**config.mk**
```make
export PLATFORM = sky130hd
export DESIGN_NAME = uart_tx_rx_ring_buffers_core_flat
export DESIGN_NICKNAME = d
export VERILOG_FILES = /design/src/hw/rtl/uart_rb_pkg.sv /design/src/hw/rtl/uart_rb_if.sv /design/src/hw/rtl/uart_rb_ring.sv /design/src/hw/rtl/uart_tx_rx_ring_buffers_core.sv /design/src/flat_wrapper.sv
export SDC_FILE = /design/constraint.sdc
export NUM_CORES = 1
export LEC_CHECK = 0
export ABC_CLOCK_PERIOD_IN_PS = 10200
export BUFFER_PORTS_ARGS = -buffer_cell sky130_fd_sc_hd__buf_2
export CORE_UTILIZATION = 60
export CTS_CLUSTER_DIAMETER = 50
export CTS_CLUSTER_SIZE = 40
export DETAILED_ROUTE_END_ITERATION = 16
export PLACE_DENSITY = 0.75
export SETUP_SLACK_MARGIN = 0.1
export SLEW_MARGIN = 20
export SYNTH_ARGS = -nofsm -noshare
export SYNTH_HDL_FRONTEND = slang
export SYNTH_HIERARCHICAL = 1
export SYNTH_SLANG_ARGS = --single-unit
```
**constraint.sdc**
```tcl
create_clock -name clock -period 10.2 [get_ports clock]
set_clock_uncertainty 0.1 [all_clocks]
set_input_delay 2.04 -clock clock [delete_from_list [all_inputs] [get_ports clock]]
set_output_delay 2.04 -clock clock [all_outputs]
set_load 0.1 [all_outputs]
```
**src/hw/rtl/uart_rb_pkg.sv**
```systemverilog
// ---------------------------------------------------------------------------
// UART ring buffer package
// Shared widths, codes, control structs and the size clamp.
// ---------------------------------------------------------------------------
package uart_rb_pkg;

   localparam int RING_DEPTH = 64;
   localparam int PTR_W      = $clog2(RING_DEPTH);
   localparam int SIZE_W     = 7;
   localparam int MODE_W     = 3;
   localparam int BYTE_W     = 8;
   localparam int STATUS_W   = 2;
   localparam int ADDR_W     = 3;
   localparam int DATA_W     = 32;

   localparam logic [SIZE_W-1:0] SIZE_MIN = SIZE_W'(2);
   localparam logic [SIZE_W-1:0] SIZE_CAP = SIZE_W'((RING_DEPTH < 64) ? RING_DEPTH : 64);
   localparam logic [BYTE_W-1:0] FULL_COUNT = 8'hff;

   localparam logic REG_TX_SIZE = 1'b0;
   localparam logic REG_RX_SIZE = 1'b1;

   typedef enum logic [MODE_W-1:0] {
      MODE_WRITE = 3'd0,
      MODE_READ  = 3'd1,
      MODE_LINE  = 3'd2,
      MODE_DONE  = 3'd3,
      MODE_QUERY = 3'd4
   } mode_type;

   typedef enum logic [STATUS_W-1:0] {
      STAT_OK      = 2'd0,
      STAT_TX_FULL = 2'd1,
      STAT_RX_EMPTY = 2'd2,
      STAT_RX_DROP = 2'd3
   } status_type;

   typedef enum logic {
      ST_IDLE,
      ST_EXEC
   } state_type;

   typedef struct packed {
      logic              push;
      logic              pop;
      logic              clear;
      logic [BYTE_W-1:0] wdata;
      logic [SIZE_W-1:0] size;
   } ring_ctrl_type;

   typedef struct packed {
      logic              empty;
      logic              full;
      logic [BYTE_W-1:0] rdata;
      logic [PTR_W-1:0]  head;
      logic [PTR_W-1:0]  tail;
      logic [SIZE_W-1:0] size;
   } ring_stat_type;

   function automatic logic [SIZE_W-1:0] clamp_size(input logic [SIZE_W-1:0] v);
      logic [SIZE_W-1:0] r;
      if (v < SIZE_MIN) begin
         r = SIZE_MIN;
      end else if (v > SIZE_CAP) begin
         r = SIZE_CAP;
      end else begin
         r = v;
      end
      return r;
   endfunction

endpackage

```
**src/hw/rtl/uart_rb_if.sv**
```systemverilog
// ---------------------------------------------------------------------------
// UART ring buffer channels
// Valid/ready request and response channel interfaces.
// ---------------------------------------------------------------------------
interface uart_rb_req_if import uart_rb_pkg::*; ();
   logic              valid;
   logic              ready;
   logic [MODE_W-1:0] mode;
   logic [BYTE_W-1:0] host_byte;
   logic [BYTE_W-1:0] line_byte;

   modport source (output valid, output mode, output host_byte, output line_byte,
                   input ready);
   modport sink (input valid, input mode, input host_byte, input line_byte,
                 output ready);
endinterface

interface uart_rb_rsp_if import uart_rb_pkg::*; ();
   logic                valid;
   logic                ready;
   logic                tx_start;
   logic [BYTE_W-1:0]   tx_byte;
   logic [BYTE_W-1:0]   read_byte;
   logic [STATUS_W-1:0] status;
   logic [BYTE_W-1:0]   rx_count;
   logic                rx_enabled;

   modport source (output valid, output tx_start, output tx_byte, output read_byte,
                   output status, output rx_count, output rx_enabled, input ready);
   modport sink (input valid, input tx_start, input tx_byte, input read_byte,
                 input status, input rx_count, input rx_enabled, output ready);
endinterface

```
**src/hw/rtl/uart_rb_ring.sv**
```systemverilog
// ---------------------------------------------------------------------------
// UART ring buffer store
// One ring FIFO: synchronous memory, head/tail pointers, flags and size.
// ---------------------------------------------------------------------------
module uart_rb_ring import uart_rb_pkg::*; (
   input  logic          clock,
   input  logic          reset,
   input  ring_ctrl_type ctrl,
   output ring_stat_type stat
);

   logic [BYTE_W-1:0] mem [RING_DEPTH];
   logic [BYTE_W-1:0] rd_ff;
   logic [PTR_W-1:0]  head_ff, head_in;
   logic [PTR_W-1:0]  tail_ff, tail_in;
   logic              empty_ff, empty_in;
   logic              full_ff, full_in;
   logic [SIZE_W-1:0] size_ff, size_in;
   logic [PTR_W-1:0]  head_nx, tail_nx;

   function automatic logic [PTR_W-1:0] advance(input logic [PTR_W-1:0] p,
                                                input logic [SIZE_W-1:0] sz);
      logic [PTR_W:0] n;
      n = {1'b0, p} + {{PTR_W{1'b0}}, 1'b1};
      return (n >= sz) ? '0 : n[PTR_W-1:0];
   endfunction

   assign head_nx = advance(head_ff, size_ff);
   assign tail_nx = advance(tail_ff, size_ff);

   always_comb begin
      head_in  = head_ff;
      tail_in  = tail_ff;
      empty_in = empty_ff;
      full_in  = full_ff;
      size_in  = size_ff;
      if (ctrl.clear) begin
         head_in  = '0;
         tail_in  = '0;
         empty_in = 1'b1;
         full_in  = 1'b0;
         size_in  = clamp_size(ctrl.size);
      end else if (ctrl.push) begin
         tail_in  = tail_nx;
         empty_in = 1'b0;
         full_in  = (tail_nx == head_ff);
      end else if (ctrl.pop) begin
         head_in  = head_nx;
         full_in  = 1'b0;
         empty_in = (head_nx == tail_ff);
      end
   end

   always_ff @(posedge clock) begin
      if (reset) begin
         head_ff  <= '0;
         tail_ff  <= '0;
         empty_ff <= 1'b1;
         full_ff  <= 1'b0;
         size_ff  <= SIZE_CAP;
      end else begin
         head_ff  <= head_in;
         tail_ff  <= tail_in;
         empty_ff <= empty_in;
         full_ff  <= full_in;
         size_ff  <= size_in;
      end
   end

   always_ff @(posedge clock) begin
      if (ctrl.push && !ctrl.clear) begin
         mem[tail_ff] <= ctrl.wdata;
      end
      rd_ff <= mem[head_ff];
   end

   assign stat.empty = empty_ff;
   assign stat.full  = full_ff;
   assign stat.rdata = rd_ff;
   assign stat.head  = head_ff;
   assign stat.tail  = tail_ff;
   assign stat.size  = size_ff;

endmodule

```
**src/hw/rtl/uart_tx_rx_ring_buffers_core.sv**
```systemverilog
// ---------------------------------------------------------------------------
// UART transmit/receive ring buffers
// Host/line event processor over two ring FIFOs with an APB size port.
// ---------------------------------------------------------------------------
// Usage:
//   req_ch carries one event per transaction (mode, host_byte, line_byte):
//   host write, host read, line byte received, transmit done or query.
//   rsp_ch returns exactly one result per event: tx_start/tx_byte for the
//   transmitter, read_byte and status for the host, plus rx_count and
//   rx_enabled after the event.
//   An event is accepted in the idle state, which presents the ring head to
//   the synchronous memory read; the execute state updates the ring and
//   loads the result register. A new event is accepted only once the
//   previous one has executed.
//   If rsp_ch stalls, the next event is still accepted and waits in the
//   execute stage until the result register is taken.
//   APB: 0x0 tx_size, 0x4 rx_size; a write clamps to 2..64 and empties
//   that ring (rx write also re-enables the receiver).
//   Reset empties both rings, sets both sizes to 64, receiver enabled,
//   transmitter idle. No clearing pass is needed.
// ---------------------------------------------------------------------------
module uart_tx_rx_ring_buffers_core import uart_rb_pkg::*; (
   input  logic              clock,
   input  logic              reset,
   uart_rb_req_if.sink       req_ch,
   uart_rb_rsp_if.source     rsp_ch,
   input  logic              psel,
   input  logic              penable,
   input  logic              pwrite,
   input  logic [ADDR_W-1:0] paddr,
   input  logic [DATA_W-1:0] pwdata,
   output logic [DATA_W-1:0] prdata,
   output logic              pready
);

   state_type state_ff, state_in;

   logic [MODE_W-1:0]   mode_ff;
   logic [BYTE_W-1:0]   host_byte_ff;
   logic [BYTE_W-1:0]   line_byte_ff;
   logic                tx_busy_ff, tx_busy_in;
   logic                rx_on_ff, rx_on_in;

   logic                rsp_valid_ff, rsp_valid_in;
   logic                tx_start_ff, tx_start_in;
   logic [BYTE_W-1:0]   tx_byte_ff, tx_byte_in;
   logic [BYTE_W-1:0]   read_byte_ff, read_byte_in;
   logic [STATUS_W-1:0] status_ff, status_in;

   logic                req_fire, cfg_fire, out_free, exec_fire;
   ring_ctrl_type       tx_ctrl, rx_ctrl;
   ring_stat_type       tx_stat, rx_stat;
   logic [SIZE_W-1:0]   rx_diff, rx_fill;
   logic [BYTE_W-1:0]   rx_count;

   assign pready   = 1'b1;
   assign cfg_fire = psel && penable && pwrite && pready;
   assign prdata   = (paddr[2] == REG_RX_SIZE) ? DATA_W'(rx_stat.size)
                                               : DATA_W'(tx_stat.size);

   uart_rb_ring u_tx_ring (.clock(clock), .reset(reset), .ctrl(tx_ctrl), .stat(tx_stat));
   uart_rb_ring u_rx_ring (.clock(clock), .reset(reset), .ctrl(rx_ctrl), .stat(rx_stat));

   // control
   assign out_free = !rsp_valid_ff || rsp_ch.ready;
   assign req_fire = req_ch.valid && req_ch.ready;

   always_comb begin
      state_in = state_ff;
      case (state_ff)
         ST_IDLE: begin
            if (req_ch.valid) begin
               state_in = ST_EXEC;
            end
         end
         ST_EXEC: begin
            if (out_free) begin
               state_in = ST_IDLE;
            end
         end
         default: state_in = ST_IDLE;
      endcase
   end

   always_comb begin
      req_ch.ready = 1'b0;
      exec_fire    = 1'b0;
      case (state_ff)
         ST_IDLE: req_ch.ready = 1'b1;
         ST_EXEC: exec_fire = out_free;
         default: begin
            req_ch.ready = 1'b0;
            exec_fire    = 1'b0;
         end
      endcase
   end

   // event execution
   always_comb begin
      tx_ctrl       = '0;
      rx_ctrl       = '0;
      tx_ctrl.wdata = host_byte_ff;
      rx_ctrl.wdata = line_byte_ff;
      tx_ctrl.size  = SIZE_W'(pwdata);
      rx_ctrl.size  = SIZE_W'(pwdata);
      tx_busy_in    = tx_busy_ff;
      rx_on_in      = rx_on_ff;
      tx_start_in   = 1'b0;
      tx_byte_in    = '0;
      read_byte_in  = '0;
      status_in     = STAT_OK;
      if (cfg_fire) begin
         if (paddr[2] == REG_TX_SIZE) begin
            tx_ctrl.clear = 1'b1;
         end else begin
            rx_ctrl.clear = 1'b1;
            rx_on_in      = 1'b1;
         end
      end
      if (exec_fire) begin
         case (mode_type'(mode_ff))
            MODE_WRITE: begin
               if (tx_stat.empty && !tx_busy_ff) begin
                  tx_start_in = 1'b1;
                  tx_byte_in  = host_byte_ff;
                  tx_busy_in  = 1'b1;
               end else if (tx_stat.full) begin
                  status_in = STAT_TX_FULL;
               end else begin
                  tx_ctrl.push = 1'b1;
               end
            end
            MODE_READ: begin
               rx_on_in = 1'b1;
               if (rx_stat.empty) begin
                  status_in = STAT_RX_EMPTY;
               end else begin
                  read_byte_in = rx_stat.rdata;
                  rx_ctrl.pop  = 1'b1;
               end
            end
            MODE_LINE: begin
               if (rx_stat.full || !rx_on_ff) begin
                  rx_on_in  = 1'b0;
                  status_in = STAT_RX_DROP;
               end else begin
                  rx_ctrl.push = 1'b1;
               end
            end
            MODE_DONE: begin
               if (tx_stat.empty) begin
                  tx_busy_in = 1'b0;
               end else begin
                  tx_start_in = 1'b1;
                  tx_byte_in  = tx_stat.rdata;
                  tx_ctrl.pop = 1'b1;
                  tx_busy_in  = 1'b1;
               end
            end
            default: status_in = STAT_OK;
         endcase
      end
   end

   always_comb begin
      rsp_valid_in = rsp_valid_ff;
      if (exec_fire) begin
         rsp_valid_in = 1'b1;
      end else if (rsp_ch.ready) begin
         rsp_valid_in = 1'b0;
      end
   end

   always_ff @(posedge clock) begin
      if (reset) begin
         state_ff     <= ST_IDLE;
         tx_busy_ff   <= 1'b0;
         rx_on_ff     <= 1'b1;
         rsp_valid_ff <= 1'b0;
      end else begin
         state_ff     <= state_in;
         tx_busy_ff   <= tx_busy_in;
         rx_on_ff     <= rx_on_in;
         rsp_valid_ff <= rsp_valid_in;
      end
   end

   always_ff @(posedge clock) begin
      if (req_fire) begin
         mode_ff      <= req_ch.mode;
         host_byte_ff <= req_ch.host_byte;
         line_byte_ff <= req_ch.line_byte;
      end
      if (exec_fire) begin
         tx_start_ff  <= tx_start_in;
         tx_byte_ff   <= tx_byte_in;
         read_byte_ff <= read_byte_in;
         status_ff    <= status_in;
      end
   end

   // ring state changes only on an execute or an APB size write, so the count is read live
   assign rx_diff = {1'b0, rx_stat.tail} - {1'b0, rx_stat.head};
   assign rx_fill = (rx_stat.tail >= rx_stat.head) ? rx_diff : rx_diff + rx_stat.size;

   always_comb begin
      if (rx_stat.empty) begin
         rx_count = '0;
      end else if (rx_stat.full) begin
         rx_count = FULL_COUNT;
      end else begin
         rx_count = BYTE_W'(rx_fill);
      end
   end

   assign rsp_ch.valid      = rsp_valid_ff;
   assign rsp_ch.tx_start   = tx_start_ff;
   assign rsp_ch.tx_byte    = tx_byte_ff;
   assign rsp_ch.read_byte  = read_byte_ff;
   assign rsp_ch.status     = status_ff;
   assign rsp_ch.rx_count   = rx_count;
   assign rsp_ch.rx_enabled = rx_on_ff;

   // checks
   a_accept_exec: assert property (@(posedge clock) disable iff (reset)
      req_fire |=> (state_ff == ST_EXEC))
      else $error("accepted transaction did not enter execute");

   a_start_busy: assert property (@(posedge clock) disable iff (reset)
      (rsp_valid_ff && tx_start_ff) |-> tx_busy_ff)
      else $error("transmit start reported while transmitter idle");

   a_drop_off: assert property (@(posedge clock) disable iff (reset)
      (rsp_valid_ff && (status_ff == STAT_RX_DROP)) |-> !rx_on_ff)
      else $error("dropped byte left receiver enabled");

   a_tx_flags: assert property (@(posedge clock) disable iff (reset)
      !(tx_stat.empty && tx_stat.full) && !(rx_stat.empty && rx_stat.full))
      else $error("ring flagged empty and full at once");

endmodule

```
**src/flat_wrapper.sv**
```systemverilog
// flat-port wrapper written by rule: the top's interface ports become plain ports
module uart_tx_rx_ring_buffers_core_flat import uart_rb_pkg::*;
  (clock, reset, psel, penable, pwrite, paddr, pwdata, prdata, pready, req_ch_valid, req_ch_mode, req_ch_host_byte, req_ch_line_byte, req_ch_ready, rsp_ch_valid, rsp_ch_tx_start, rsp_ch_tx_byte, rsp_ch_read_byte, rsp_ch_status, rsp_ch_rx_count, rsp_ch_rx_enabled, rsp_ch_ready);
  uart_rb_req_if req_ch_i ();
  uart_rb_rsp_if rsp_ch_i ();
  input  logic clock;
  input  logic reset;
  input  logic psel;
  input  logic penable;
  input  logic pwrite;
  input  logic [ADDR_W-1:0] paddr;
  input  logic [DATA_W-1:0] pwdata;
  output logic [DATA_W-1:0] prdata;
  output logic pready;
  input wire logic [$bits(req_ch_i.valid)-1:0] req_ch_valid;
  input wire logic [$bits(req_ch_i.mode)-1:0] req_ch_mode;
  input wire logic [$bits(req_ch_i.host_byte)-1:0] req_ch_host_byte;
  input wire logic [$bits(req_ch_i.line_byte)-1:0] req_ch_line_byte;
  output wire logic [$bits(req_ch_i.ready)-1:0] req_ch_ready;
  output wire logic [$bits(rsp_ch_i.valid)-1:0] rsp_ch_valid;
  output wire logic [$bits(rsp_ch_i.tx_start)-1:0] rsp_ch_tx_start;
  output wire logic [$bits(rsp_ch_i.tx_byte)-1:0] rsp_ch_tx_byte;
  output wire logic [$bits(rsp_ch_i.read_byte)-1:0] rsp_ch_read_byte;
  output wire logic [$bits(rsp_ch_i.status)-1:0] rsp_ch_status;
  output wire logic [$bits(rsp_ch_i.rx_count)-1:0] rsp_ch_rx_count;
  output wire logic [$bits(rsp_ch_i.rx_enabled)-1:0] rsp_ch_rx_enabled;
  input wire logic [$bits(rsp_ch_i.ready)-1:0] rsp_ch_ready;
  assign req_ch_i.valid = req_ch_valid;
  assign req_ch_i.mode = req_ch_mode;
  assign req_ch_i.host_byte = req_ch_host_byte;
  assign req_ch_i.line_byte = req_ch_line_byte;
  assign req_ch_ready = req_ch_i.ready;
  assign rsp_ch_valid = rsp_ch_i.valid;
  assign rsp_ch_tx_start = rsp_ch_i.tx_start;
  assign rsp_ch_tx_byte = rsp_ch_i.tx_byte;
  assign rsp_ch_read_byte = rsp_ch_i.read_byte;
  assign rsp_ch_status = rsp_ch_i.status;
  assign rsp_ch_rx_count = rsp_ch_i.rx_count;
  assign rsp_ch_rx_enabled = rsp_ch_i.rx_enabled;
  assign rsp_ch_i.ready = rsp_ch_ready;
  uart_tx_rx_ring_buffers_core u_core (.clock(clock), .reset(reset), .req_ch(req_ch_i), .rsp_ch(rsp_ch_i), .psel(psel), .penable(penable), .pwrite(pwrite), .paddr(paddr), .pwdata(pwdata), .prdata(prdata), .pready(pready));
endmodule
```
==> run summary, run 1 <==
RUN STATUS
------------------------------------------------------------------------------------------
Status                                                                        finished, final reports clean

GRT
------------------------------------------------------------------------------------------
Number of antenna violations at the first check in global routing                        0
Vias in the first global route                                                       23.0k
Gr ovfl total                                                                            0
Maximum number of pins on one net before global-route repair                           111
GR Util All Layers                                                                   25.9%
First-pass GRT wire length                                                      148,000 um

FINAL LAYOUT
------------------------------------------------------------------------------------------
Ant diodes                                                                               0
Finished Layout Cells                                                                3,491
Most used cells in the layout excluding fill and tap cells                    sky130_fd_sc_hd__edfxtp_1 (1,062), sky130_fd_sc_hd__mux4_2 (312), sky130_fd_sc_hd__nor2_1 (226)
Area growth from synthesis to final layout                                           9.37%
Total Nets Final                                                                     2,556
Share of cells above drive strength 1                                                24.3%
Most common cell after layout, fill and taps aside                            sky130_fd_sc_hd__edfxtp_1
Post-route core utilization                                                          66.8%

DIE
------------------------------------------------------------------------------------------
Width of the chip                                                                   278 um
Row Count                                                                              100
IO Pins                                                                                124
Starting utilization of the core area                                                61.0%
Die area                                                                        77,200 um2
Std-Cell Core Area                                                              74,800 um2
Die height                                                                          278 um

STA
------------------------------------------------------------------------------------------
Max Slew Vio Count                                                                       0
Actual slew at the worst max-slew pin                                              1.09 ns
Minimum period implied by the final worst setup slack                              7.08 ns
Ratio of final minimum period to clock period                                        69.4%
Final Hold Viols                                                                         0
Final TNS setup                                                                       0 ns
Setup repair after global routing missed its margin                                  false
Final setup violation count                                                              0
Maximum clock rate                                                                 141 MHz
Max-slew headroom                                                                    27.3%

CTS
------------------------------------------------------------------------------------------
Clock network latency to the later pin of the worst-skew pair                      0.66 ns
Clock tree root driver cell                                                   sky130_fd_sc_hd__clkbuf_16
Number of cells upsized or downsized after cts                                           0
Worst-case clock buffer depth                                                            3
TritonCTS clock tree                                                                   yes
CTS sink count                                                                       1,124
H-tree level count                                                                       3
CTS Hold Buffers Added                                                                   0
Clock edge transition at the registers on the reported setup and hold paths        0.08 ns
Setup Fix Bufs, Post-CTS                                                                 0
CTS buffer count                                                                        87

POWER AND IR DROP
------------------------------------------------------------------------------------------
Worst IR drop on VDD                                                              0.190 mV
Total power draw                                                                   8950 uW
Cell Pwr Density                                                                179 nW/um2
Static Leakage                                                                   0.0154 uW

SYNTHESIS
------------------------------------------------------------------------------------------
Share of flip-flops with an asynchronous set or reset                                   0%
Synth Warn #                                                                             6
Syn Area/Cell                                                                     19.1 um2
EDFF count, synth                                                                    1,062
Mapped Cells                                                                         2,393
Cell variety after synth                                                                66
Portion of the post-synthesis area used by sequential elements                       72.5%
Flop and latch count out of synthesis                                                1,124
Leading register cell type out of synthesis                                   sky130_fd_sc_hd__edfxtp_1
Area of the mapped netlist                                                      45,700 um2

PLACEMENT
------------------------------------------------------------------------------------------
Placed wire-length estimate                                                      58,900 um
Cell Count Post-Placement                                                            3,328
Final weighted congestion in routability-driven placement                            0.901
I/O Buffers                                                                             70

CRITICAL PATH
------------------------------------------------------------------------------------------
Worst setup path category                                                     register to primary output
Ordered list of cells on the worst path                                       inv_1 -> ha_1 -> and3_4 -> a21boi_4 -> o21a_1 -> nor2_1 -> ha_1 -> or3b_2 -> nand3_1 -> a211o_1 -> a311oi_1 -> a311oi_1 -> buf_2
Worst-path fanout max                                                                   41
Stage delay of the slowest cell on the critical path                               1.06 ns
Data arrival time of the critical path                                             4.94 ns
Critical Path Slowest Stage Cell                                              sky130_fd_sc_hd__dfxtp_2
Top cell family by delay on the critical path                                   flip-flops
Required time worst endpoint                                                       8.06 ns
Crit path capture type                                                        primary output
Count of buffer and inverter cells on the critical path                                  2
Startpoint types                                                                  register

DRT
------------------------------------------------------------------------------------------
Vias per cell                                                                         6.57
Number of DRC markers in iteration 0                                                 2,497
Post-route antenna net violation count                                                   0
WL per Instance                                                                    28.0 um
1st-pass router iterations                                                               7
Final WL                                                                         97,600 um
Via count                                                                            22.9k
DRC                                                                                      0

JOB
------------------------------------------------------------------------------------------
Maximum capacitance violations                                                           0

HOLD PATH
------------------------------------------------------------------------------------------
Hold crit path type                                                           register to register

cells in the mapped netlist, types with 4 or more instances:
library cell,count,area share [%]
sky130_fd_sc_hd__nand2_1,73,0.60
sky130_fd_sc_hd__a31oi_1,15,0.21
sky130_fd_sc_hd__and3_1,7,0.096
sky130_fd_sc_hd__a211oi_1,7,0.12
sky130_fd_sc_hd__or2_2,6,0.082
sky130_fd_sc_hd__or3_1,5,0.068
sky130_fd_sc_hd__dfxtp_1,62,2.7
sky130_fd_sc_hd__nand4_1,7,0.096
sky130_fd_sc_hd__buf_4,32,0.53
sky130_fd_sc_hd__nand3_1,31,0.34
sky130_fd_sc_hd__a221oi_1,4,0.077
sky130_fd_sc_hd__a32oi_1,5,0.096
sky130_fd_sc_hd__xor2_1,13,0.25
sky130_fd_sc_hd__mux2_2,23,0.57
sky130_fd_sc_hd__o21ai_0,42,0.46
sky130_fd_sc_hd__ha_1,44,1.2
sky130_fd_sc_hd__nand2b_1,19,0.26
sky130_fd_sc_hd__a21oi_1,51,0.56
sky130_fd_sc_hd__inv_1,44,0.36
sky130_fd_sc_hd__nor3b_1,5,0.082
sky130_fd_sc_hd__a21o_1,5,0.082
sky130_fd_sc_hd__xnor2_1,14,0.27
sky130_fd_sc_hd__nand3b_1,12,0.20
sky130_fd_sc_hd__edfxtp_1,1062,70
sky130_fd_sc_hd__o31ai_1,5,0.082
sky130_fd_sc_hd__buf_2,32,0.35
sky130_fd_sc_hd__buf_6,10,0.25
sky130_fd_sc_hd__o22ai_1,9,0.12
sky130_fd_sc_hd__nor3_1,11,0.12
sky130_fd_sc_hd__nor2_1,226,1.9
sky130_fd_sc_hd__mux4_2,312,15
sky130_fd_sc_hd__a22o_1,8,0.15
sky130_fd_sc_hd__clkbuf_1,73,0.60
sky130_fd_sc_hd__buf_1,12,0.099
sky130_fd_sc_hd__nor2b_1,20,0.27
sky130_fd_sc_hd__a311oi_1,4,0.077
sky130_fd_sc_hd__and2_1,11,0.15
sky130_fd_sc_hd__a22oi_1,27,0.44
kinds of logic (layout without fill, tap and decap cells):
| group | count (synthesis) | after routing | synth area share (%) |
|---|---|---|---|
| buffers and inverters | 205 | 310 | 2.20 |
| flip-flops | 1124 | 1124 | 72.5 |
| XOR/XNOR | 27 | 27 | 0.518 |
| AO/OA/AOI/OAI | 205 | 205 | 2.95 |
| other | 2 | 26 | 0.0164 |
| adder cells (fa/ha/maj) | 46 | 46 | 1.29 |
| multiplexers | 338 | 338 | 16.0 |
| AND/OR/NAND/NOR | 446 | 446 | 4.46 |
layout make-up:
type	count	area (um2)
fill	4703	24900
clock inverter	64	871
multi-input combinational	1088	11600
sequential	1124	33200
tap	969	1210
timing repair buffer	102	611
inverter	46	173
clock buffer	98	2300
metal layers:
metal	routed length, um	GRT usage (%)	part of all wire (%)	vias up
met5	0	0	0	-
met4	3100	8.13	3.2	0
met3	7250	3.86	7.4	179
met2	49500	42.7	51	1038
met1	37800	36.1	39	12000
li1	-	-	-	9741
registers in the layout, indices dropped and copies added (netlist names), 2 cells and up:
signal and flops:
u_core/mode_ff 3, u_core/u_tx_ring/rd_ff 8, u_core/rsp_ch.tx_byte 8, u_core/u_tx_ring/tail_ff 6, u_core/u_tx_ring/mem 512, u_core/u_rx_ring/head_ff 6, u_core/host_byte_ff 8, u_core/line_byte_ff 8
u_core/rsp_ch.status 2, u_core/u_rx_ring/size_ff 7, u_core/rsp_ch.read_byte 8, u_core/u_tx_ring/head_ff 6, u_core/u_rx_ring/rd_ff 8, u_core/u_tx_ring/size_ff 7, u_core/u_rx_ring/tail_ff 6, u_core/u_rx_ring/mem 512
worst paths after layout:
kind,slack [ns],startpoint,cells after the start,end
max reg2reg,5.63,u_core/u_rx_ring/head_ff[0],10,u_core/u_rx_ring/empty_ff
max,3.12,u_core/u_rx_ring/head_ff[4],13,rsp_ch_rx_count[6]
min reg2reg,0.39,u_core/tx_busy_ff,2,u_core/tx_busy_ff
min,0.39,u_core/tx_busy_ff,2,u_core/tx_busy_ff
worst min-delay path: stages, from the launching register on:
cell,delay [ns]
sky130_fd_sc_hd__dfxtp_1,0.31
sky130_fd_sc_hd__o21ai_0,0.07
sky130_fd_sc_hd__a21oi_1,0.06
through the flow:
stage / setup WS [ns] / instance area (um2) / hold WS [ns]
floorplan: 3.18 / 45800 / 0.327
global placement: 3.76 / 46800 / 0.357
detailed placement: 3.79 / 46800 / 0.381
CTS: 3.07 / 49900 / 0.393
global route: 2.81 / 50000 / 0.409
finish: 3.12 / 50000 / 0.390
power by group:
part	switching, uW	leakage [uW]	internal (uW)	total [uW]
clock	1780	0.00154	1890	3670
sequential	14.0	0.0101	5060	5070
combinational	184	0.00381	25.3	210
total	1980	0.0154	6970	8950
Note: power is estimated with default switching activity, not from simulation.
==> run 2, diff against run 1 <==
--- a/config.mk
+++ b/config.mk
@@ -5,7 +5,7 @@
 export SDC_FILE = /design/constraint.sdc
 export NUM_CORES = 1
 export LEC_CHECK = 0
-export ABC_CLOCK_PERIOD_IN_PS = 10200
+export ABC_CLOCK_PERIOD_IN_PS = 6700
 export BUFFER_PORTS_ARGS = -buffer_cell sky130_fd_sc_hd__buf_2
 export CORE_UTILIZATION = 60
 export CTS_CLUSTER_DIAMETER = 50
==> constraint.sdc (replaced) <==
create_clock -name clock -period 6.7 [get_ports clock]
set_clock_uncertainty 0.1 [all_clocks]
set_input_delay 1.34 -clock clock [delete_from_list [all_inputs] [get_ports clock]]
set_output_delay 1.34 -clock clock [all_outputs]
set_load 0.1 [all_outputs]
==> run 2 against run 1 <==
Total power rose by 57%. First-iteration DRC count increased by 11%. Clock-buffer cell count is 2 higher. Register-to-register slack worse by 3.5 ns. Setup slack worse by 2.2 ns. Sequential power increased by 52%. Critical endpoint unchanged.
==> run summary, run 2 (synthesis gave the netlist of run 1 again) <==
DIE
------------------------------------------------------------------------------------------
Die area                                                                        77,200 um2   unchanged
IO Pins                                                                                124   unchanged
Width of the chip                                                                   278 um   unchanged
Row Count                                                                              100   unchanged
Die height                                                                          278 um   unchanged
Starting utilization of the core area                                                61.0%   unchanged
Std-Cell Core Area                                                              74,800 um2   unchanged

FINAL LAYOUT
------------------------------------------------------------------------------------------
Share of cells above drive strength 1                                                25.0%   was 24.3%
Post-route cell area                                                            50,400 um2   was 50,000 um2
Most common cell after layout, fill and taps aside                            sky130_fd_sc_hd__edfxtp_1   unchanged
Top flop regs                                                                 u_core/u_rx_ring/mem: 512 flops, u_core/u_tx_ring/mem: 512 flops   unchanged
Finished Layout Cells                                                                3,512   was 3,491
Most used cells in the layout excluding fill and tap cells                    sky130_fd_sc_hd__edfxtp_1 (1,062), sky130_fd_sc_hd__mux4_2 (312), sky130_fd_sc_hd__nor2_1 (226)   unchanged
Ant diodes                                                                               0   unchanged
Area growth from synthesis to final layout                                           10.3%   was 9.37%
Total Nets Final                                                                     2,567   was 2,556
Fill cell instance count of the final layout                                         4,722   was 4,703

GRT
------------------------------------------------------------------------------------------
Maximum number of pins on one net before global-route repair                           114   was 111
GR Util All Layers                                                                   25.7%   was 25.9%
Vias in the first global route                                                       23.0k   about the same
Number of antenna violations at the first check in global routing                        1   was 0
Gr ovfl total                                                                            0   unchanged
First-pass GRT wire length                                                      147,000 um   was 148,000 um

CTS
------------------------------------------------------------------------------------------
Setup Fix Bufs, Post-CTS                                                                 0   unchanged
CTS Hold Buffers Added                                                                   0   unchanged
Number of cells upsized or downsized after cts                                           0   unchanged
TritonCTS clock tree                                                                   yes   unchanged
Worst-case clock buffer depth                                                            3   unchanged
CTS buffer count                                                                        95   was 87
Clock tree root driver cell                                                   sky130_fd_sc_hd__clkbuf_16   unchanged
CTS sink count                                                                       1,124   unchanged
H-tree level count                                                                       3   unchanged
Clock edge transition at the registers on the reported setup and hold paths        0.07 ns   was 0.08 ns
Clock network latency to the later pin of the worst-skew pair                      0.68 ns   was 0.66 ns

DRT
------------------------------------------------------------------------------------------
Number of DRC markers in iteration 0                                                 2,771   was 2,497
Vias per cell                                                                         6.57   about the same
Via count                                                                            23.1k   was 22.9k
WL per Instance                                                                    27.8 um   was 28.0 um
Post-route antenna net violation count                                                   0   unchanged
DRC                                                                                      0   unchanged
1st-pass router iterations                                                               7   unchanged
Final WL                                                                         97,500 um   was 97,600 um

STA
------------------------------------------------------------------------------------------
Final Hold Viols                                                                         0   unchanged
Max Slew Vio Count                                                                       0   unchanged
Post-route setup slack                                                            0.908 ns   was 3.12 ns
Setup repair after global routing missed its margin                                  false   unchanged
Final setup violation count                                                              0   unchanged
Max-slew headroom                                                                    33.6%   was 27.3%
Actual slew at the worst max-slew pin                                             0.997 ns   was 1.09 ns
Maximum clock rate                                                                 173 MHz
Minimum period implied by the final worst setup slack                              5.79 ns
Final TNS setup                                                                       0 ns   unchanged
Ratio of final minimum period to clock period                                        86.4%

RUN STATUS
------------------------------------------------------------------------------------------
Status                                                                        finished, final reports clean   unchanged

CRITICAL PATH
------------------------------------------------------------------------------------------
Worst setup path category                                                     register to primary output   unchanged
Crit path capture type                                                        primary output   unchanged
Data arrival time of the critical path                                             4.35 ns   was 4.94 ns
Worst-path fanout max                                                                   17   was 41
Required time worst endpoint                                                       5.26 ns   was 8.06 ns
Startpoint types                                                                  register   unchanged

PLACEMENT
------------------------------------------------------------------------------------------
Total cell area at the placement stage                                          46,800 um2   about the same
Final weighted congestion in routability-driven placement                            0.885   was 0.901
I/O Buffers                                                                             70   unchanged
Pre-CTS worst setup slack                                                          1.58 ns   was 3.79 ns
Placed wire-length estimate                                                      58,700 um   was 58,900 um
Cell Count Post-Placement                                                            3,330   was 3,328

HOLD PATH
------------------------------------------------------------------------------------------
Hold crit path type                                                           register to register   unchanged

POWER AND IR DROP
------------------------------------------------------------------------------------------
Static Leakage                                                                   0.0156 uW   was 0.0154 uW
Cell Pwr Density                                                                278 nW/um2   was 179 nW/um2
Worst IR drop on VDD                                                              0.273 mV   was 0.190 mV

JOB
------------------------------------------------------------------------------------------
Maximum capacitance violations                                                           0   unchanged

-- run 2: cell types whose count changed in the layout (fill, tap and decap cells not counted), moves of 2 or more --
| cell | change |
|---|---|
| sky130_fd_sc_hd__inv_6 | +3 |
| sky130_fd_sc_hd__inv_16 | -2 |
| sky130_fd_sc_hd__clkbuf_16 | +5 |
| sky130_fd_sc_hd__buf_4 | +2 |
| sky130_fd_sc_hd__clkinv_8 | +14 |
| sky130_fd_sc_hd__inv_12 | +2 |
| sky130_fd_sc_hd__clkbuf_1 | -4 |
| sky130_fd_sc_hd__inv_8 | -2 |
| sky130_fd_sc_hd__buf_16 | +2 |
-- run 2: final timing paths --
kind / from / cells past startpoint / slack [ns] / endpoint
worst max-delay path: u_core/u_rx_ring/tail_ff[2] / 11 / 0.91 / rsp_ch_rx_count[6]
worst min-delay path: u_core/tx_busy_ff / 2 / 0.39 / u_core/tx_busy_ff
worst max register to register: u_core/u_rx_ring/head_ff[0] / 11 / 2.14 / u_core/u_rx_ring/empty_ff
worst min register to register: u_core/tx_busy_ff / 2 / 0.39 / u_core/tx_busy_ff
-- run 2: cell type report --
class                      count  area, um2  share of cell area (%)
clock buffer                 100       2430                    4.82
clock inverter                80       1120                    2.23
inverter                      46        173                   0.343
multi-input combinational   1088      11600                    23.1
sequential                  1124      33200                    65.8
tap                          969       1210                    2.41
timing repair buffer         105        666                    1.32
-- run 2: report_power, final --
part	internal [uW]	switching, uW
clock network	3080	2910
logic	37.8	283
registers	7700	16.1
-- run 2: routing by layer --
metal  share of wire, %  vias up  track usage, %
li1                   -     9774               -
met1                 38    12000            35.6
met2                 51     1098            42.9
met3                7.5      198            3.81
met4                3.1        2            7.95
met5              0.013        -               0
-- run 2: critical path, stage by stage (launching register included) --
cell and delay [ns]:
sky130_fd_sc_hd__dfxtp_1 0.67, sky130_fd_sc_hd__ha_1 0.39, sky130_fd_sc_hd__a21boi_0 0.17, sky130_fd_sc_hd__or3_2 0.43, sky130_fd_sc_hd__and2_1 0.18, sky130_fd_sc_hd__ha_1 0.34
sky130_fd_sc_hd__o21ai_0 0.13, sky130_fd_sc_hd__a2111oi_0 0.42, sky130_fd_sc_hd__a211o_1 0.18, sky130_fd_sc_hd__a311oi_1 0.09, sky130_fd_sc_hd__a311oi_1 0.25, sky130_fd_sc_hd__buf_2 0.47
-- run 2: metrics by stage --
stage          util, %  hold slack [ns]  power, uW
6_report          67.3            0.390      14000
3_3_place_gp      62.5            0.359       8180
5_1_grt           67.3            0.401      14400
2_1_floorplan        -            0.327       8100
3_5_place_dp      62.5            0.377       8200
4_1_cts           67.3            0.388      14100
==> run 3, diff against run 2 <==
--- a/config.mk
+++ b/config.mk
@@ -11,7 +11,7 @@
 export CTS_CLUSTER_DIAMETER = 50
 export CTS_CLUSTER_SIZE = 40
 export DETAILED_ROUTE_END_ITERATION = 16
-export PLACE_DENSITY = 0.75
+export PLACE_DENSITY = 0.87
 export SETUP_SLACK_MARGIN = 0.1
 export SLEW_MARGIN = 20
 export SYNTH_ARGS = -nofsm -noshare
==> run 3 against run 2 <==
Hold slack improved by 0.030 ns. Critical endpoint unchanged. Sequential power barely moved. Sequential share of layout area rose by 0.54 points. Critical path type unchanged. Setup slack got worse by 0.12 ns. Clock-buffer cell count fell by 12. Via count rose by 6.6%. Flip-flop and latch count did not move. Combinational power rose by 3%.
==> run summary, run 3 (synthesis gave the netlist of run 1 again) <==
FINAL LAYOUT
------------------------------------------------------------------------------------------
Most used cells in the layout excluding fill and tap cells                    sky130_fd_sc_hd__edfxtp_1 (1,062), sky130_fd_sc_hd__mux4_2 (312), sky130_fd_sc_hd__nor2_1 (226)   unchanged
Ant diodes                                                                               0   unchanged
Finished Layout Cells                                                                3,492   was 3,512
Total Nets Final                                                                     2,557   was 2,567
Top flop regs                                                                 u_core/u_rx_ring/mem: 512 flops, u_core/u_tx_ring/mem: 512 flops   unchanged
Post-route cell area                                                            50,000 um2   was 50,400 um2
Area growth from synthesis to final layout                                           9.42%   was 10.3%
Most common cell after layout, fill and taps aside                            sky130_fd_sc_hd__edfxtp_1   unchanged
Share of cells above drive strength 1                                                24.5%   was 25.0%

CRITICAL PATH
------------------------------------------------------------------------------------------
Worst setup path category                                                     register to primary output   unchanged
Crit path capture type                                                        primary output   unchanged
Worst-path fanout max                                                                   17   unchanged
Reg2Reg Launch Point                                                          u_core/u_rx_ring/head_ff[0]   unchanged
Startpoint types                                                                  register   unchanged
Required time worst endpoint                                                       5.26 ns   about the same
Crit. Startpoint                                                              u_core/u_rx_ring/tail_ff[2]   unchanged
Data arrival time of the critical path                                             4.47 ns   was 4.35 ns

PLACEMENT
------------------------------------------------------------------------------------------
Final weighted congestion in routability-driven placement                            0.913   was 0.885
Cell Count Post-Placement                                                            3,332   was 3,330
I/O Buffers                                                                             70   unchanged
Placed wire-length estimate                                                      63,400 um   was 58,700 um
Total cell area at the placement stage                                          46,800 um2   about the same

DIE
------------------------------------------------------------------------------------------
Die area                                                                        77,200 um2   unchanged
Row Count                                                                              100   unchanged
Starting utilization of the core area                                                61.0%   unchanged
Std-Cell Core Area                                                              74,800 um2   unchanged
Width of the chip                                                                   278 um   unchanged
IO Pins                                                                                124   unchanged
Die height                                                                          278 um   unchanged

CTS
------------------------------------------------------------------------------------------
CTS sink count                                                                       1,124   unchanged
H-tree level count                                                                       3   unchanged
Clock network latency to the later pin of the worst-skew pair                      0.73 ns   was 0.68 ns
TritonCTS clock tree                                                                   yes   unchanged
Setup Fix Bufs, Post-CTS                                                                 0   unchanged
CTS Hold Buffers Added                                                                   0   unchanged
Clock tree root driver cell                                                   sky130_fd_sc_hd__clkbuf_16   unchanged
CTS buffer count                                                                        85   was 95
Clock edge transition at the registers on the reported setup and hold paths        0.08 ns   was 0.07 ns
Number of cells upsized or downsized after cts                                           0   unchanged
Worst-case clock buffer depth                                                            3   unchanged

STA
------------------------------------------------------------------------------------------
Final setup violation count                                                              0   unchanged
Ratio of final minimum period to clock period                                        88.3%   was 86.4%
Actual slew at the worst max-slew pin                                              1.05 ns   was 0.997 ns
Minimum period implied by the final worst setup slack                              5.91 ns   was 5.79 ns
Max-slew headroom                                                                    30.1%   was 33.6%
Final TNS setup                                                                       0 ns   unchanged
Setup repair after global routing missed its margin                                  false   unchanged
Final Hold Viols                                                                         0   unchanged
Max Slew Vio Count                                                                       0   unchanged
Maximum clock rate                                                                 169 MHz   was 173 MHz

DRT
------------------------------------------------------------------------------------------
Number of DRC markers in iteration 0                                                 3,686   was 2,771
Final WL                                                                        111,000 um   was 97,500 um
Post-route antenna net violation count                                                   0   unchanged
WL per Instance                                                                    31.9 um   was 27.8 um
Via count                                                                            24.6k   was 23.1k
1st-pass router iterations                                                               8   was 7
Vias per cell                                                                         7.05   was 6.57
DRC                                                                                      0   unchanged

JOB
------------------------------------------------------------------------------------------
Maximum capacitance violations                                                           0   unchanged

POWER AND IR DROP
------------------------------------------------------------------------------------------
Worst IR drop on VDD                                                              0.302 mV   was 0.273 mV
Cell Pwr Density                                                                275 nW/um2   was 278 nW/um2
Static Leakage                                                                   0.0154 uW   was 0.0156 uW

GRT
------------------------------------------------------------------------------------------
Vias in the first global route                                                       24.8k   was 23.0k
Gr ovfl total                                                                            0   unchanged
GR Util All Layers                                                                   29.2%   was 25.7%
Number of antenna violations at the first check in global routing                        1   unchanged
Maximum number of pins on one net before global-route repair                            86   was 114
First-pass GRT wire length                                                      164,000 um   was 147,000 um

HOLD PATH
------------------------------------------------------------------------------------------
Hold Startpoint                                                               u_core/u_rx_ring/rd_ff[5]   was u_core/tx_busy_ff
Hold crit path type                                                           register to register   unchanged

RUN STATUS
------------------------------------------------------------------------------------------
Status                                                                        finished, final reports clean   unchanged

==> run 3: cell type report <==
| class | instances | area [um2] |
|---|---|---|
| Fill cell | 4341 | 24800 |
| Inverter | 46 | 173 |
| Clock inverter | 72 | 1030 |
| Clock buffer | 88 | 2150 |
| Sequential cell | 1124 | 33200 |
| Tap cell | 969 | 1210 |
| Timing Repair Buffer | 105 | 624 |
| Multi-Input combinational cell | 1088 | 11600 |
==> run 3: final timing paths <==
kind | end | slack (ns) | depth (start not counted)
worst max-delay path | rsp_ch_rx_count[6] | 0.79 | 11
worst min-delay path | u_core/rsp_ch.read_byte[5] | 0.42 | 1
worst max register to register | u_core/u_rx_ring/rd_ff[0] | 2.08 | 7
worst min register to register | u_core/rsp_ch.read_byte[5] | 0.42 | 1
==> run 3: layer usage <==
metal,share of wire (%),global-route usage (%),vias up
met5,0.012,0,-
met4,5.4,13.1,2
met3,10,5.10,409
met2,51,49.3,1977
met1,33,37.3,12500
li1,-,-,9721
==> run 3: power by group <==
part	internal, uW	switching [uW]
registers	7700	16.5
clock network	2750	2940
logic	37.8	292
total	10500	3250
==> run 3: per-stage QoR <==
step           power (uW)  worst slack [ns]  utilization [%]  hold slack, ns
2_1_floorplan        8100             0.379                -           0.327
3_3_place_gp         8180              1.52             62.5           0.358
3_5_place_dp         8200              1.38             62.5           0.368
4_1_cts             13800             0.794             66.8           0.410
5_1_grt             14000             0.556             66.8           0.436
6_report            13700             0.785             66.8           0.420
==> run 3: worst max-delay path: stages (launching register included) <==
cell and delay, ns:
sky130_fd_sc_hd__dfxtp_1 0.72, sky130_fd_sc_hd__ha_1 0.40, sky130_fd_sc_hd__a21boi_0 0.16, sky130_fd_sc_hd__or3_2 0.43, sky130_fd_sc_hd__and2_1 0.19, sky130_fd_sc_hd__ha_1 0.34
sky130_fd_sc_hd__o21ai_0 0.13, sky130_fd_sc_hd__a2111oi_0 0.42, sky130_fd_sc_hd__a211o_1 0.18, sky130_fd_sc_hd__a311oi_1 0.09, sky130_fd_sc_hd__a311oi_1 0.29, sky130_fd_sc_hd__buf_2 0.48
